===== config.mk =====
export PLATFORM = sky130hd
export DESIGN_NAME = preamble_command_frame_parser
export DESIGN_NICKNAME = d
export VERILOG_FILES = /design/src/hdl/pcfp_pkg.sv /design/src/hdl/pcfp_ram.sv /design/src/hdl/pcfp_ctrl.sv /design/src/hdl/pcfp_dp.sv /design/src/hdl/preamble_command_frame_parser.sv
export SDC_FILE = /design/constraint.sdc
export NUM_CORES = 1
export LEC_CHECK = 0
export BUFFER_PORTS_ARGS = -buffer_cell sky130_fd_sc_hd__buf_2
export CORE_MARGIN = 2
export CORE_UTILIZATION = 44
export CTS_CLUSTER_SIZE = 40
export DETAILED_ROUTE_END_ITERATION = 10
export SYNTH_ARGS = -nofsm -noshare
export SYNTH_HDL_FRONTEND = slang
export SYNTH_SLANG_ARGS = --single-unit

===== constraint.sdc =====
create_clock -name clk -period 3.3 [get_ports clk]
set_input_delay 0.165 -clock clk [delete_from_list [all_inputs] [get_ports clk]]
set_output_delay 0.165 -clock clk [all_outputs]
set_load 0.1 [all_outputs]

===== src/hdl/pcfp_pkg.sv =====
`default_nettype none

package pcfp_pkg;

    // Preamble is 0x55 0xAA 0x55 0xAA
    localparam logic [7:0] PREAMBLE_A   = 8'h55;
    localparam logic [7:0] PREAMBLE_B   = 8'hAA;
    localparam int unsigned PREAMBLE_LEN = 4;
    localparam int unsigned PRE_IW       = $clog2(PREAMBLE_LEN);

    // Controller states, one-hot
    typedef enum logic [3:0] {
        ST_HUNT = 4'b0001,
        ST_CMD  = 4'b0010,
        ST_DATA = 4'b0100,
        ST_EMIT = 4'b1000
    } ctrl_state_t;

    // Commands from controller to datapath
    typedef struct packed {
        logic pre_adv;
        logic pre_clr;
        logic cmd_load;
        logic data_wr;
        logic emit_start;
        logic emit_run;
    } ctrl_cmd_t;

    // Status from datapath to controller
    typedef struct packed {
        logic pre_match;
        logic pre_last;
        logic rx_zero;
        logic store_full;
        logic emit_done;
    } dp_status_t;

    // Expected preamble byte at a given position
    function automatic logic [7:0] preamble_byte(input logic [PRE_IW-1:0] pos);
        logic [7:0] b;
        b = pos[0] ? PREAMBLE_B : PREAMBLE_A;
        return b;
    endfunction

endpackage

`default_nettype wire


===== src/hdl/pcfp_ram.sv =====
`default_nettype none

module pcfp_ram #(
    parameter int unsigned WIDTH = 8,
    parameter int unsigned DEPTH = 16,
    localparam int unsigned AW   = (DEPTH > 1) ? $clog2(DEPTH) : 1
) (
    input  logic             clk,
    input  logic             wr_en,
    input  logic [AW-1:0]    wr_addr,
    input  logic [WIDTH-1:0] wr_data,
    input  logic             rd_en,
    input  logic [AW-1:0]    rd_addr,
    output logic [WIDTH-1:0] rd_data
);

    logic [WIDTH-1:0] mem [DEPTH];
    logic [WIDTH-1:0] rd_data_reg;

    // Write port
    always_ff @(posedge clk)
    begin
        if (wr_en)
        begin
            mem[wr_addr] <= wr_data;
        end
    end

    // Registered read, holds when not enabled
    always_ff @(posedge clk)
    begin
        if (rd_en)
        begin
            rd_data_reg <= mem[rd_addr];
        end
    end

    assign rd_data = rd_data_reg;

endmodule

`default_nettype wire


===== src/hdl/pcfp_ctrl.sv =====
`default_nettype none

module pcfp_ctrl (
    input  logic                clk,
    input  logic                rst_n,
    input  logic                rx_valid,
    output logic                rx_stall,
    input  pcfp_pkg::dp_status_t status,
    output pcfp_pkg::ctrl_cmd_t  cmd
);

    pcfp_pkg::ctrl_state_t state_reg;
    pcfp_pkg::ctrl_state_t state_next;
    logic                  acc;

    // Input is held off only while a frame is being played out
    assign rx_stall = (state_reg == pcfp_pkg::ST_EMIT);
    assign acc      = rx_valid && !rx_stall;

    // Next state and commands
    always_comb
    begin
        state_next     = state_reg;
        cmd            = '0;
        case (state_reg)
            pcfp_pkg::ST_HUNT:
            begin
                if (acc)
                begin
                    if (!status.pre_match)
                    begin
                        cmd.pre_clr = 1'b1;
                    end
                    else if (status.pre_last)
                    begin
                        cmd.pre_clr = 1'b1;
                        state_next  = pcfp_pkg::ST_CMD;
                    end
                    else
                    begin
                        cmd.pre_adv = 1'b1;
                    end
                end
            end
            pcfp_pkg::ST_CMD:
            begin
                if (acc)
                begin
                    cmd.cmd_load = 1'b1;
                    state_next   = pcfp_pkg::ST_DATA;
                end
            end
            pcfp_pkg::ST_DATA:
            begin
                if (acc)
                begin
                    if (status.store_full)
                    begin
                        // overflow: drop frame, full restart
                        state_next = pcfp_pkg::ST_HUNT;
                    end
                    else
                    begin
                        cmd.data_wr = 1'b1;
                        if (status.rx_zero)
                        begin
                            cmd.emit_start = 1'b1;
                            state_next     = pcfp_pkg::ST_EMIT;
                        end
                    end
                end
            end
            pcfp_pkg::ST_EMIT:
            begin
                cmd.emit_run = 1'b1;
                if (status.emit_done)
                begin
                    state_next = pcfp_pkg::ST_HUNT;
                end
            end
            default:
            begin
                state_next = pcfp_pkg::ST_HUNT;
            end
        endcase
    end

    always_ff @(posedge clk or negedge rst_n)
    begin
        if (!rst_n)
        begin
            state_reg <= pcfp_pkg::ST_HUNT;
        end
        else
        begin
            state_reg <= state_next;
        end
    end

endmodule

`default_nettype wire


===== src/hdl/pcfp_dp.sv =====
`default_nettype none

module pcfp_dp #(
    parameter int unsigned MAX_DATA_BYTES = 16,
    localparam int unsigned AW = (MAX_DATA_BYTES > 1) ? $clog2(MAX_DATA_BYTES) : 1,
    localparam int unsigned IW = $clog2(MAX_DATA_BYTES + 1)
) (
    input  logic                 clk,
    input  logic                 rst_n,
    input  logic [7:0]           rx_byte,
    input  pcfp_pkg::ctrl_cmd_t  cmd,
    output pcfp_pkg::dp_status_t status,
    output logic                 out_valid,
    input  logic                 out_stall,
    output logic [7:0]           command_code,
    output logic [7:0]           data_byte,
    output logic [3:0]           data_index,
    output logic                 last
);

    logic [pcfp_pkg::PRE_IW-1:0] pre_idx_reg, pre_idx_next;
    logic [7:0]    cmd_reg, cmd_next;
    logic [IW-1:0] wr_idx_reg, wr_idx_next;
    logic [AW-1:0] last_idx_reg, last_idx_next;
    logic [IW-1:0] rd_cnt_reg, rd_cnt_next;
    logic [AW-1:0] ld_idx_reg, ld_idx_next;
    logic          rd_pend_reg, rd_pend_next;
    logic          out_valid_reg, out_valid_next;
    logic [7:0]    out_cmd_reg, out_data_reg;
    logic [3:0]    out_index_reg;
    logic          out_last_reg;
    logic [7:0]    ram_rd_data;
    logic          out_free, load, issue, ld_last;

    // Frame store
    pcfp_ram #(
        .WIDTH (8),
        .DEPTH (MAX_DATA_BYTES)
    ) u_store (
        .clk     (clk),
        .wr_en   (cmd.data_wr),
        .wr_addr (wr_idx_reg[AW-1:0]),
        .wr_data (rx_byte),
        .rd_en   (issue),
        .rd_addr (rd_cnt_reg[AW-1:0]),
        .rd_data (ram_rd_data)
    );

    // Status toward the controller
    assign ld_last           = (ld_idx_reg == last_idx_reg);
    assign status.pre_match  = (rx_byte == pcfp_pkg::preamble_byte(pre_idx_reg));
    assign status.pre_last   = (pre_idx_reg == pcfp_pkg::PRE_IW'(pcfp_pkg::PREAMBLE_LEN - 1));
    assign status.rx_zero    = (rx_byte == 8'h00);
    assign status.store_full = (wr_idx_reg == IW'(MAX_DATA_BYTES));
    assign status.emit_done  = load && ld_last;

    // Playout pipeline: read issue, then load into the output register
    assign out_free = !out_valid_reg || !out_stall;
    assign load     = rd_pend_reg && out_free;
    assign issue    = cmd.emit_run && (rd_cnt_reg <= IW'(last_idx_reg))
                      && (!rd_pend_reg || load);

    always_comb
    begin
        pre_idx_next  = pre_idx_reg;
        cmd_next      = cmd_reg;
        wr_idx_next   = wr_idx_reg;
        last_idx_next = last_idx_reg;
        rd_cnt_next   = rd_cnt_reg;
        ld_idx_next   = ld_idx_reg;
        rd_pend_next  = rd_pend_reg;

        if (cmd.pre_clr)
        begin
            pre_idx_next = '0;
        end
        else if (cmd.pre_adv)
        begin
            pre_idx_next = pre_idx_reg + 1'b1;
        end

        if (cmd.cmd_load)
        begin
            cmd_next    = rx_byte;
            wr_idx_next = '0;
        end
        else if (cmd.data_wr)
        begin
            wr_idx_next = wr_idx_reg + 1'b1;
        end

        if (cmd.emit_start)
        begin
            last_idx_next = wr_idx_reg[AW-1:0];
            rd_cnt_next   = '0;
            ld_idx_next   = '0;
        end
        else
        begin
            if (issue)
            begin
                rd_cnt_next = rd_cnt_reg + 1'b1;
            end
            if (load)
            begin
                ld_idx_next = ld_idx_reg + 1'b1;
            end
        end

        if (issue)
        begin
            rd_pend_next = 1'b1;
        end
        else if (load)
        begin
            rd_pend_next = 1'b0;
        end
    end

    // Output register valid
    assign out_valid_next = load ? 1'b1 : (out_stall ? out_valid_reg : 1'b0);

    always_ff @(posedge clk or negedge rst_n)
    begin
        if (!rst_n)
        begin
            pre_idx_reg   <= '0;
            cmd_reg       <= '0;
            wr_idx_reg    <= '0;
            last_idx_reg  <= '0;
            rd_cnt_reg    <= '0;
            ld_idx_reg    <= '0;
            rd_pend_reg   <= 1'b0;
            out_valid_reg <= 1'b0;
        end
        else
        begin
            pre_idx_reg   <= pre_idx_next;
            cmd_reg       <= cmd_next;
            wr_idx_reg    <= wr_idx_next;
            last_idx_reg  <= last_idx_next;
            rd_cnt_reg    <= rd_cnt_next;
            ld_idx_reg    <= ld_idx_next;
            rd_pend_reg   <= rd_pend_next;
            out_valid_reg <= out_valid_next;
        end
    end

    // Output payload
    always_ff @(posedge clk)
    begin
        if (load)
        begin
            out_cmd_reg   <= cmd_reg;
            out_data_reg  <= ram_rd_data;
            out_index_reg <= 4'(ld_idx_reg);
            out_last_reg  <= ld_last;
        end
    end

    assign out_valid    = out_valid_reg;
    assign command_code = out_cmd_reg;
    assign data_byte    = out_data_reg;
    assign data_index   = out_index_reg;
    assign last         = out_last_reg;

endmodule

`default_nettype wire


===== src/hdl/preamble_command_frame_parser.sv =====
// Channel  Dir  Handshake           Payload
// rx       in   rx_valid/rx_stall   rx_byte[7:0]
// out      out  out_valid/out_stall command_code[7:0], data_byte[7:0],
//                                   data_index[3:0], last
//
// Non-terminating bytes are taken at one byte per cycle.
// A zero terminator at data position N starts a playout of N+1 beats,
// one per cycle when out_stall is low, behind a registered store read.
// Playout rate is set by the single read port of the frame store.
// rx_stall is high for the playout; out_stall only delays the playout.
// Async active-low reset returns to preamble hunt; the store is not cleared.
`default_nettype none

module preamble_command_frame_parser #(
    parameter int unsigned MAX_DATA_BYTES = 16
) (
    input  logic       clk,
    input  logic       rst_n,
    input  logic       rx_valid,
    output logic       rx_stall,
    input  logic [7:0] rx_byte,
    output logic       out_valid,
    input  logic       out_stall,
    output logic [7:0] command_code,
    output logic [7:0] data_byte,
    output logic [3:0] data_index,
    output logic       last
);

    pcfp_pkg::ctrl_cmd_t  cmd;
    pcfp_pkg::dp_status_t status;

    pcfp_ctrl u_ctrl (
        .clk      (clk),
        .rst_n    (rst_n),
        .rx_valid (rx_valid),
        .rx_stall (rx_stall),
        .status   (status),
        .cmd      (cmd)
    );

    pcfp_dp #(
        .MAX_DATA_BYTES (MAX_DATA_BYTES)
    ) u_dp (
        .clk          (clk),
        .rst_n        (rst_n),
        .rx_byte      (rx_byte),
        .cmd          (cmd),
        .status       (status),
        .out_valid    (out_valid),
        .out_stall    (out_stall),
        .command_code (command_code),
        .data_byte    (data_byte),
        .data_index   (data_index),
        .last         (last)
    );

endmodule

`default_nettype wire


==> results of run 1 <==
## worst max-delay path: cells and delay by family, from the launching register on
family | cells | cell delay [ns]
DFF | 1 | 0.64
adders and majority gates | 1 | 0.44
AOI/OAI and AO/OA | 1 | 0.26
buffers and inverters | 1 | 0.24
and+or+nand+nor | 2 | 0.59
## power breakdown
| group | leakage (nW) | internal [W] | switching [W] |
|---|---|---|---|
| clock network | 0.274 | 0.00113 | 0.000916 |
| logic | 0.978 | 0.0000104 | 0.0000455 |
| registers | 1.91 | 0.00260 | 0.0000000618 |
## what timing repair did
| action | CTS | global route |
|---|---|---|
| hold endpoints to repair | 34 | 0 |
| hold buffers | 2 | 0 |
| gates resized for setup | 0 | 0 |
## final cells by class
cell class	count	area, µm²
clock buffer	19	432.9
clock inverter	13	156.4
fill	1416	8372
inverter	13	48.80
multi-input combinational	226	2009
sequential	191	5568
tap	225	281.5
timing repair buffer	58	367.9
## layout by cell type (no fill, tap or decap), types with 2 or more instances in the layout
cell type,synthesis,layout
inv_6,0,2
buf_4,2,21
nor2_1,20,20
inv_8,0,2
buf_2,2,34
mux2i_1,15,15
dlygate4sd3_1,0,2
edfxtp_1,157,157
o21ai_0,8,8
ha_1,11,11
inv_1,13,13
clkinvlp_4,0,4
a211oi_1,11,11
and2_1,2,2
nor3_1,6,6
a21o_1,5,5
nand4_1,5,5
clkinv_4,0,3
xnor2_1,6,6
clkbuf_16,0,17
o21bai_1,2,2
a21oi_1,14,14
nand2b_1,4,4
nand3_1,9,9
mux4_2,32,32
xor2_1,3,3
dfrtp_1,33,32
clkbuf_1,12,2
nand2_1,39,39
bufinv_16,0,2
nor4_1,2,2
mux2_2,3,3
nor2b_1,9,9
## per-stage QoR
| step | std cells | power, W |
|---|---|---|
| after floorplan | 449 | 0.002658 |
| after CTS | 745 | 0.004743 |
| after global placement | 711 | 0.002708 |
| final | 745 | 0.004707 |
| after detailed placement | 711 | 0.002710 |
| after global routing | 745 | 0.004844 |
## metal layers
| layer | track usage (%) | share of wire [%] |
|---|---|---|
| met1 | 24.84 | 45 |
| met2 | 29.12 | 49 |
| met3 | 3.468 | 4.4 |
| met4 | 6.424 | 1.2 |
| met5 | 0 | 0 |
## final timing paths
check | startpoint | end | slack (ns) | cells past startpoint
worst max-delay path | u_dp.rd_cnt_reg[3] | u_dp.u_store.rd_data[2] | 0.81 | 5
worst min-delay path | rx_byte[4] | u_dp.u_store.mem[8][4] | 0.10 | 1
worst max register to register | u_dp.rd_cnt_reg[3] | u_dp.u_store.rd_data[2] | 0.81 | 5
worst min register to register | u_dp.u_store.rd_data[4] | u_dp.data_byte[4] | 0.42 | 0
max in group asynchronous | rst_n | u_dp.rd_cnt_reg[0] | 2.37 | 2
min in group asynchronous | rst_n | u_dp.cmd_reg[2] | 0.36 | 2
## logic make-up after synthesis
group           share of synthesized area (%)
simple gates                            7.278
fa+ha+maj                               1.783
xor+xnor                                1.021
mux                                     11.72
compound gates                          4.182
flops                                   72.12
buf+inv                                 1.896
==> results.json, run 1 <==
{
  "end_kind": "flop",
  "path_cells": "ha_1 -> nand3_1 -> or3b_2 -> a21o_1 -> inv_1",
  "slowest_stage": "dfrtp_1",
  "worst_pin_slew_ns": 0.8543,
  "hold_viol": 0,
  "wl_per_cell_um": 20.78,
  "root_buffer": "clkbuf_16",
  "grt_remaining_overflow": 0,
  "period_needed_ns": 2.490,
  "synth_top_cells_by_area": "edfxtp_1 (61%), dfrtp_1 (11%), mux4_2 (9.3%)",
  "antenna_left": 0,
  "synth_edf_count": 157,
  "grt_max_degree": 37,
  "layout.nets": 530,
  "num_antenna_cells": 0,
  "cts_tree": "yes",
  "fin_worst_skew_ns": 0.008791,
  "insertion_delay_ns": 0.43,
  "fin_util_pct": 51.43,
  "largest_register_ffs": 128,
  "synth_common_cells": "edfxtp_1 (157), nand2_1 (39), dfrtp_1 (33)",
  "rsz0062_at_grt": "no",
  "syn_nets": 472,
  "stdcell_area_um2": 8865,
  "grt_pass1_vias": 4241,
  "cts_buffer_depth": 2,
  "status": "finished, final reports clean",
  "maxClockFrequency_ghz": 0.4016,
  "clk_pin_slew_worst_paths_ns": 0.07,
  "dieArea_um2": 18620,
  "drc": 0,
  "drv_cap": 0,
  "synth_top_cell_area_share_pct": 61.08,
  "post_cts_buffers": 0,
  "power.static_leakage_nw": 3.162,
  "crit_required_ns": 3.42,
  "die_w_um": 136.4,
  "synth_cell_types": 49,
  "drt-pass1-iter-count": 4,
  "syn_to_final_growth_pct": 14.85,
  "syn_area_um2": 7719,
  "hp-class": "primary input to flop",
  "yosysSeqAreaShare_pct": 72.12,
  "ys_warn_count": 0,
  "path_max_fanout": 20,
  "antenna_found_initial": 0,
  "startpoint_type": "flop",
  "place.detailed.hpwl_um": 10050,
  "drive_gt1_share_pct": 25.00,
  "fin_ws_ns": 0.8101,
  "cts_buffers": 17,
  "grt_pass1_wl_um": 24180,
  "grt_util_all_layers_pct": 18.11,
  "synth_ff_type": "edfxtp_1",
  "ios": 35,
  "setup_tns_ns": 0,
  "largest-register": "u_dp.u_store.mem",
  "pre_cts_ws_ns": 0.7795,
  "critical_path_class": "flop to flop",
  "routed_wl_um": 15480,
  "fin_crit_sh_pct": 75.45,
  "avgSynthCellArea_um2": 17.19,
  "core-area_um2": 17240,
  "slowest_delay_ns": 0.64,
  "vdd_drop_max_mv": 0.3950,
  "clkSinkCount": 191,
  "vias": 4047,
  "synth_cells": 449,
  "cts.htree.levels": 4,
  "gp_congestion": 0.7980,
  "initial_core_util_pct": 44.78,
  "relSlewSlack_pct": 42.83,
  "yosys.area.top_type": "edfxtp_1",
  "ys_ff_latch": 191,
  "die_y_um": 136.4,
  "worstPathArrival_ns": 2.61,
  "setup_viol": 0,
  "power.density_nw_per_um2": 531.0,
  "viasPerCell": 5.432,
  "yosysMostFrequentCell": "edfxtp_1",
  "num_rows": 48,
  "hold_slack_ns": 0.1042,
  "port_buffers": 34,
  "drtIter0Drc": 363,
  "dpl-instance-area_um2": 8255,
  "slew_violations": 0,
  "async_reset_ff_share_pct": 17.80
}
No activity file was read; power rests on OpenSTA's default activity.
==> inputs of run 2 (changes only) <==
- clock period: 3.3 -> 2.55 ns (I/O delays scaled with it)
==> run 2 against run 1 <==
  * Clock skew barely moved
  * Total power is 29% higher
  * Count of clock-buffer cells in the layout unchanged
  * Global-route usage is 0.16 points higher
  * Via count up 1.4%
  * Flip-flop and latch count did not move
  * Hold slack worse by 0.0034 ns
  * Final cell count grew 1.9%
  * First-iteration DRC count is 17% lower
  * Sequential power up 30%
  * Critical path type unchanged
  * Critical endpoint unchanged
  * Largest cell class unchanged
==> results.json, run 2 (synthesis results as in run 1) <==
{
  "clk_pin_slew_worst_paths_ns": 0.07,
  "die_w_um": 136.4,
  "hold_viol": 0,
  "dieArea_um2": 18620,
  "multi_input_area_um2": 2009,
  "maxClockFrequency_ghz": 0.4349,
  "hp-class": "primary input to flop",
  "cts_tree": "yes",
  "initial_core_util_pct": 44.78,
  "fillers": 1386,
  "largest-register": "u_dp.u_store.mem",
  "largest_register_ffs": 128,
  "dpl-instance-area_um2": 8353,
  "rr_worst_depth": 5,
  "clkSinkCount": 191,
  "viasPerCell": 5.404,
  "seqCellArea_um2": 5568,
  "ios": 35,
  "period_needed_ns": 2.299,
  "port_buffers": 34,
  "antenna_found_initial": 0,
  "crit_required_ns": 2.68,
  "drtIter0Drc": 303,
  "cts_buffers": 17,
  "wl_per_cell_um": 20.51,
  "grt_max_degree": 36,
  "insertion_delay_ns": 0.43,
  "mostFrequentLayoutCells": "edfxtp_1 (157), nand2_1 (39), buf_2 (34), buf_4 (34)",
  "drive_gt1_share_pct": 27.15,
  "startpoint_type": "flop",
  "vdd_drop_max_mv": 0.4674,
  "grt_util_all_layers_pct": 18.28,
  "fin_crit_sh_pct": 90.16,
  "grt_pass1_vias": 4167,
  "ff2ff_setup_slack_ns": 0.25,
  "drc": 0,
  "r2r-start": "u_dp.rd_cnt_reg[0]",
  "drv_cap": 0,
  "layout.nets": 544,
  "setup_viol": 0,
  "design_power_total_w": 0.006088,
  "holdPathStages": 3,
  "grt_pass1_wl_um": 24210,
  "worst_pin_slew_ns": 0.8142,
  "hold_slack_ns": 0.1008,
  "num_antenna_cells": 0,
  "routed_wl_um": 15570,
  "rsz0062_at_grt": "no",
  "stdcell_area_um2": 8976,
  "syn_to_final_growth_pct": 16.29,
  "fin_util_pct": 52.08,
  "status": "finished, final reports clean",
  "antenna_left": 0,
  "power.static_leakage_nw": 3.237,
  "cts.htree.levels": 4,
  "root_buffer": "clkbuf_16",
  "post_cts_buffers": 0,
  "num_rows": 48,
  "cts_buffer_depth": 2,
  "r2r-end": "u_dp.u_store.rd_data[2]",
  "path_max_fanout": 17,
  "worstPathArrival_ns": 2.43,
  "slew_violations": 0,
  "critical_path_class": "flop to flop",
  "worstHoldStart": "rx_byte[1]",
  "final_common_cell": "edfxtp_1",
  "fin_worst_skew_ns": 0.008634,
  "relSlewSlack_pct": 45.72,
  "setup_tns_ns": 0,
  "vias": 4102,
  "grt_remaining_overflow": 0,
  "gp_congestion": 0.8274,
  "drt-pass1-iter-count": 5,
  "power.density_nw_per_um2": 678.2,
  "post_cts_resized": 0,
  "whs_endpoint": "u_dp.cmd_reg[1]",
  "core-area_um2": 17240,
  "end_kind": "flop",
  "place.detailed.hpwl_um": 10370,
  "die_y_um": 136.4
}
## run 2: metrics by stage
| stage | std cells | setup WS [ns] |
|---|---|---|
| after detailed placement | 724 | 0.2537 |
| final | 759 | 0.2509 |
| after global routing | 759 | 0.1401 |
| after floorplan | 449 | 0.0002496 |
| after global placement | 724 | 0.2670 |
| after CTS | 759 | 0.2460 |
## run 2: layout make-up
class | instances | share of cell area (%)
Clock buffer | 19 | 4.934
Clock inverter | 13 | 1.673
Inverter | 13 | 0.5436
Multi-Input combinational cell | 226 | 22.39
Sequential cell | 191 | 62.03
Tap cell | 225 | 3.136
Timing Repair Buffer | 72 | 5.297
## run 2: layer usage
| layer | routed length [µm] | vias up | track usage (%) |
|---|---|---|---|
| li1 | - | 1881 | - |
| met1 | 6987 | 2100 | 25.09 |
| met2 | 7584 | 102 | 28.89 |
| met3 | 729 | 19 | 3.654 |
| met4 | 264 | 0 | 7.176 |
| met5 | 0 | - | 0 |
## run 2: worst max-delay path by stage
stage                        start                 endpoint  slack (ns)  cells past startpoint
3_3_place_gp    u_dp.rd_cnt_reg[0]  u_dp.u_store.rd_data[4]        0.27                      5
4_1_cts         u_dp.rd_cnt_reg[0]  u_dp.u_store.rd_data[0]        0.25                      5
3_5_place_dp    u_dp.rd_cnt_reg[0]  u_dp.u_store.rd_data[0]        0.25                      5
6_report        u_dp.rd_cnt_reg[0]  u_dp.u_store.rd_data[2]        0.25                      5
2_1_floorplan  u_ctrl.state_reg[2]  u_dp.u_store.rd_data[0]      0.0002                      4
5_1_grt         u_dp.rd_cnt_reg[0]  u_dp.u_store.rd_data[2]        0.14                      5
## run 2: timing repair
item	4_1_cts	5_1_grt
hold buffers	3	0
setup endpoints to repair	0	0
hold endpoints to repair	35	0
## run 2: where the power goes
group | total (W) | leakage (nW) | internal (W) | switching (W)
sequential | 0.00337 | 1.91 | 0.00337 | 0.0000000873
combinational | 0.0000779 | 1.05 | 0.0000171 | 0.0000608
clock | 0.00264 | 0.279 | 0.00149 | 0.00115
total | 0.00609 | 3.24 | 0.00487 | 0.00121
## run 2: critical path, cell delays in order, from the launching register on
cell,delay [ns]
dfrtp_2,0.70
inv_1,0.10
ha_1,0.28
or3b_2,0.49
a21o_1,0.27
inv_2,0.17
==> inputs of run 3 (changes only) <==
- CORE_UTILIZATION: 44 -> 39
- clock period: 2.55 -> 2.1 ns (I/O delays scaled with it)
==> run 3 against run 2 <==
  * Clock power is 13% higher
  * Flip-flop and latch count is the same
  * Highest routed layer unchanged
  * First-iteration DRC count decreased by 16%
  * Die area increased by 12%
  * Worst setup slack worse by 0.17 ns
  * Hold slack worse by 0.081 ns
  * Register-to-register slack worse by 0.14 ns
==> results.json, run 3 (synthesis results as in run 1) <==
{
  "fin_worst_skew_ns": 0.01016,
  "cp_top_family": "buffers and inverters",
  "r2r-end": "u_dp.rd_cnt_reg[0]",
  "grt_util_all_layers_pct": 15.94,
  "rsz0062_at_grt": "no",
  "vdd_drop_max_mv": 0.4407,
  "core-area_um2": 19460,
  "critical_path_class": "flop to primary output",
  "maxClockFrequency_ghz": 0.4951,
  "drtIter0Drc": 254,
  "insertion_delay_ns": 0.43,
  "critPathCapture": "rx_stall",
  "dieArea_um2": 20930,
  "largest-register": "u_dp.u_store.mem",
  "slowest_delay_ns": 0.46,
  "placedCellCount": 776,
  "num_rows": 51,
  "syn_to_final_growth_pct": 18.25,
  "critPathLaunch": "u_ctrl.state_reg[2]",
  "clkSinkCount": 191,
  "setup_viol": 0,
  "clk_pin_slew_worst_paths_ns": 0.06,
  "end_kind": "primary output",
  "fin_crit_sh_pct": 96.18,
  "design_power_total_w": 0.007175,
  "layout.nets": 556,
  "antenna_found_initial": 0,
  "die_w_um": 144.7,
  "startpoint_type": "flop",
  "mostFrequentLayoutCells": "edfxtp_1 (157), buf_4 (45), nand2_1 (39), buf_2 (34), mux4_2 (32)",
  "routed_wl_um": 15270,
  "rr_worst_depth": 7,
  "stdcell_count": 811,
  "die_y_um": 144.7,
  "largest_register_ffs": 128,
  "cp.depth": 3,
  "r2r-start": "u_dp.rd_cnt_reg[0]",
  "drt-pass1-iter-count": 5,
  "grt_max_degree": 36,
  "worst_pin_slew_ns": 0.7947,
  "cts_buffers": 17,
  "port_buffers": 34,
  "viasPerCell": 5.068,
  "power.density_nw_per_um2": 786.1,
  "root_buffer": "clkbuf_16",
  "drive_gt1_share_pct": 29.30,
  "cts_buffer_depth": 2,
  "final_common_cell": "edfxtp_1",
  "power.static_leakage_nw": 3.286,
  "ios": 35,
  "slew_violations": 0,
  "relSlewSlack_pct": 47.02,
  "holdPathStages": 3,
  "status": "finished, final reports clean",
  "path_max_fanout": 7,
  "vias": 4110,
  "place.detailed.hpwl_um": 10100,
  "hold_slack_ns": 0.01981,
  "slowest_stage": "dfrtp_1",
  "setup_tns_ns": 0,
  "crit_required_ns": 2.00,
  "period_needed_ns": 2.020,
  "gp_congestion": 0.7540,
  "hold_viol": 0,
  "drv_cap": 0,
  "grt_pass1_wl_um": 24050,
  "drc": 0,
  "cts.htree.levels": 4,
  "initial_core_util_pct": 39.66,
  "wl_per_cell_um": 18.83,
  "crit_buf_inv": 2,
  "ff2ff_setup_slack_ns": 0.11,
  "grt_pass1_vias": 4263,
  "cts_tree": "yes",
  "num_antenna_cells": 0,
  "grt_remaining_overflow": 0,
  "antenna_left": 0,
  "hp-class": "primary input to flop",
  "worstPathArrival_ns": 1.91,
  "path_cells": "nor4b_4 -> buf_4 -> buf_2"
}
run 3: cell count changes in the layout (fill, tap and decap cells not counted), moves of 2 or more:
| cell | delta |
|---|---|
| inv_6 | -4 |
| buf_4 | +11 |
| nor3_1 | -4 |
| nor3_2 | +4 |
| buf_12 | +2 |
| clkinv_1 | +4 |
| clkinv_4 | +2 |
run 3: what timing repair did:
action,4_1_cts,5_1_grt
hold buffers,2,0
resized for setup,0,1
setup endpoints to repair,0,16
hold endpoints to repair,34,0
setup buffers,0,1
run 3: worst min-delay path by stage:
stage / endpoint / slack [ns] / start
floorplan: u_ctrl.state_reg[1] / -0.19 / rst_n
global placement: u_dp.pre_idx_reg[1] / 0.22 / rst_n
detailed placement: u_dp.pre_idx_reg[1] / 0.25 / rst_n
CTS: u_dp.cmd_reg[6] / 0.01 / rx_byte[6]
global route: u_dp.u_store.mem[4][6] / 0.01 / rx_byte[6]
finish: u_dp.cmd_reg[6] / 0.02 / rx_byte[6]
run 3: through the flow:
step | utilization (%) | cell area (µm²) | worst slack, ns
after detailed placement | 43.93 | 8551 | 0.08735
after global placement | 43.93 | 8551 | 0.1015
after floorplan | - | 7764 | -0.4485
after CTS | 46.85 | 9117 | 0.06900
final | 46.90 | 9128 | 0.08024
after global routing | 46.90 | 9128 | 0.01307
run 3: layout make-up:
class,instances,area (µm²)
timing repair buffer,84,588.1
sequential,191,5569
inverter,13,51.30
tap,265,331.6
multi-input combinational,226,2041
clock inverter,14,117.6
fill,1627,10330
clock buffer,18,429.2
run 3: per-layer routing:
layer,vias up,global-route usage (%),share of wire (%)
met3,14,3.291,3.9
met5,-,0,0
met2,79,25.92,49
li1,1902,-,-
met4,0,5.876,1.6
met1,2115,21.35,46
run 3: tightest hold or removal path: cells and delay by family:
family | cells | cell delay [ns]
simple gates | 2 | 0.13
buf+inv | 1 | 0.17
run 3: power breakdown:
group	total, W	switching (W)	internal [W]
combinational	0.0000977	0.0000744	0.0000233
sequential	0.00409	0.000000102	0.00409
clock	0.00299	0.00136	0.00163
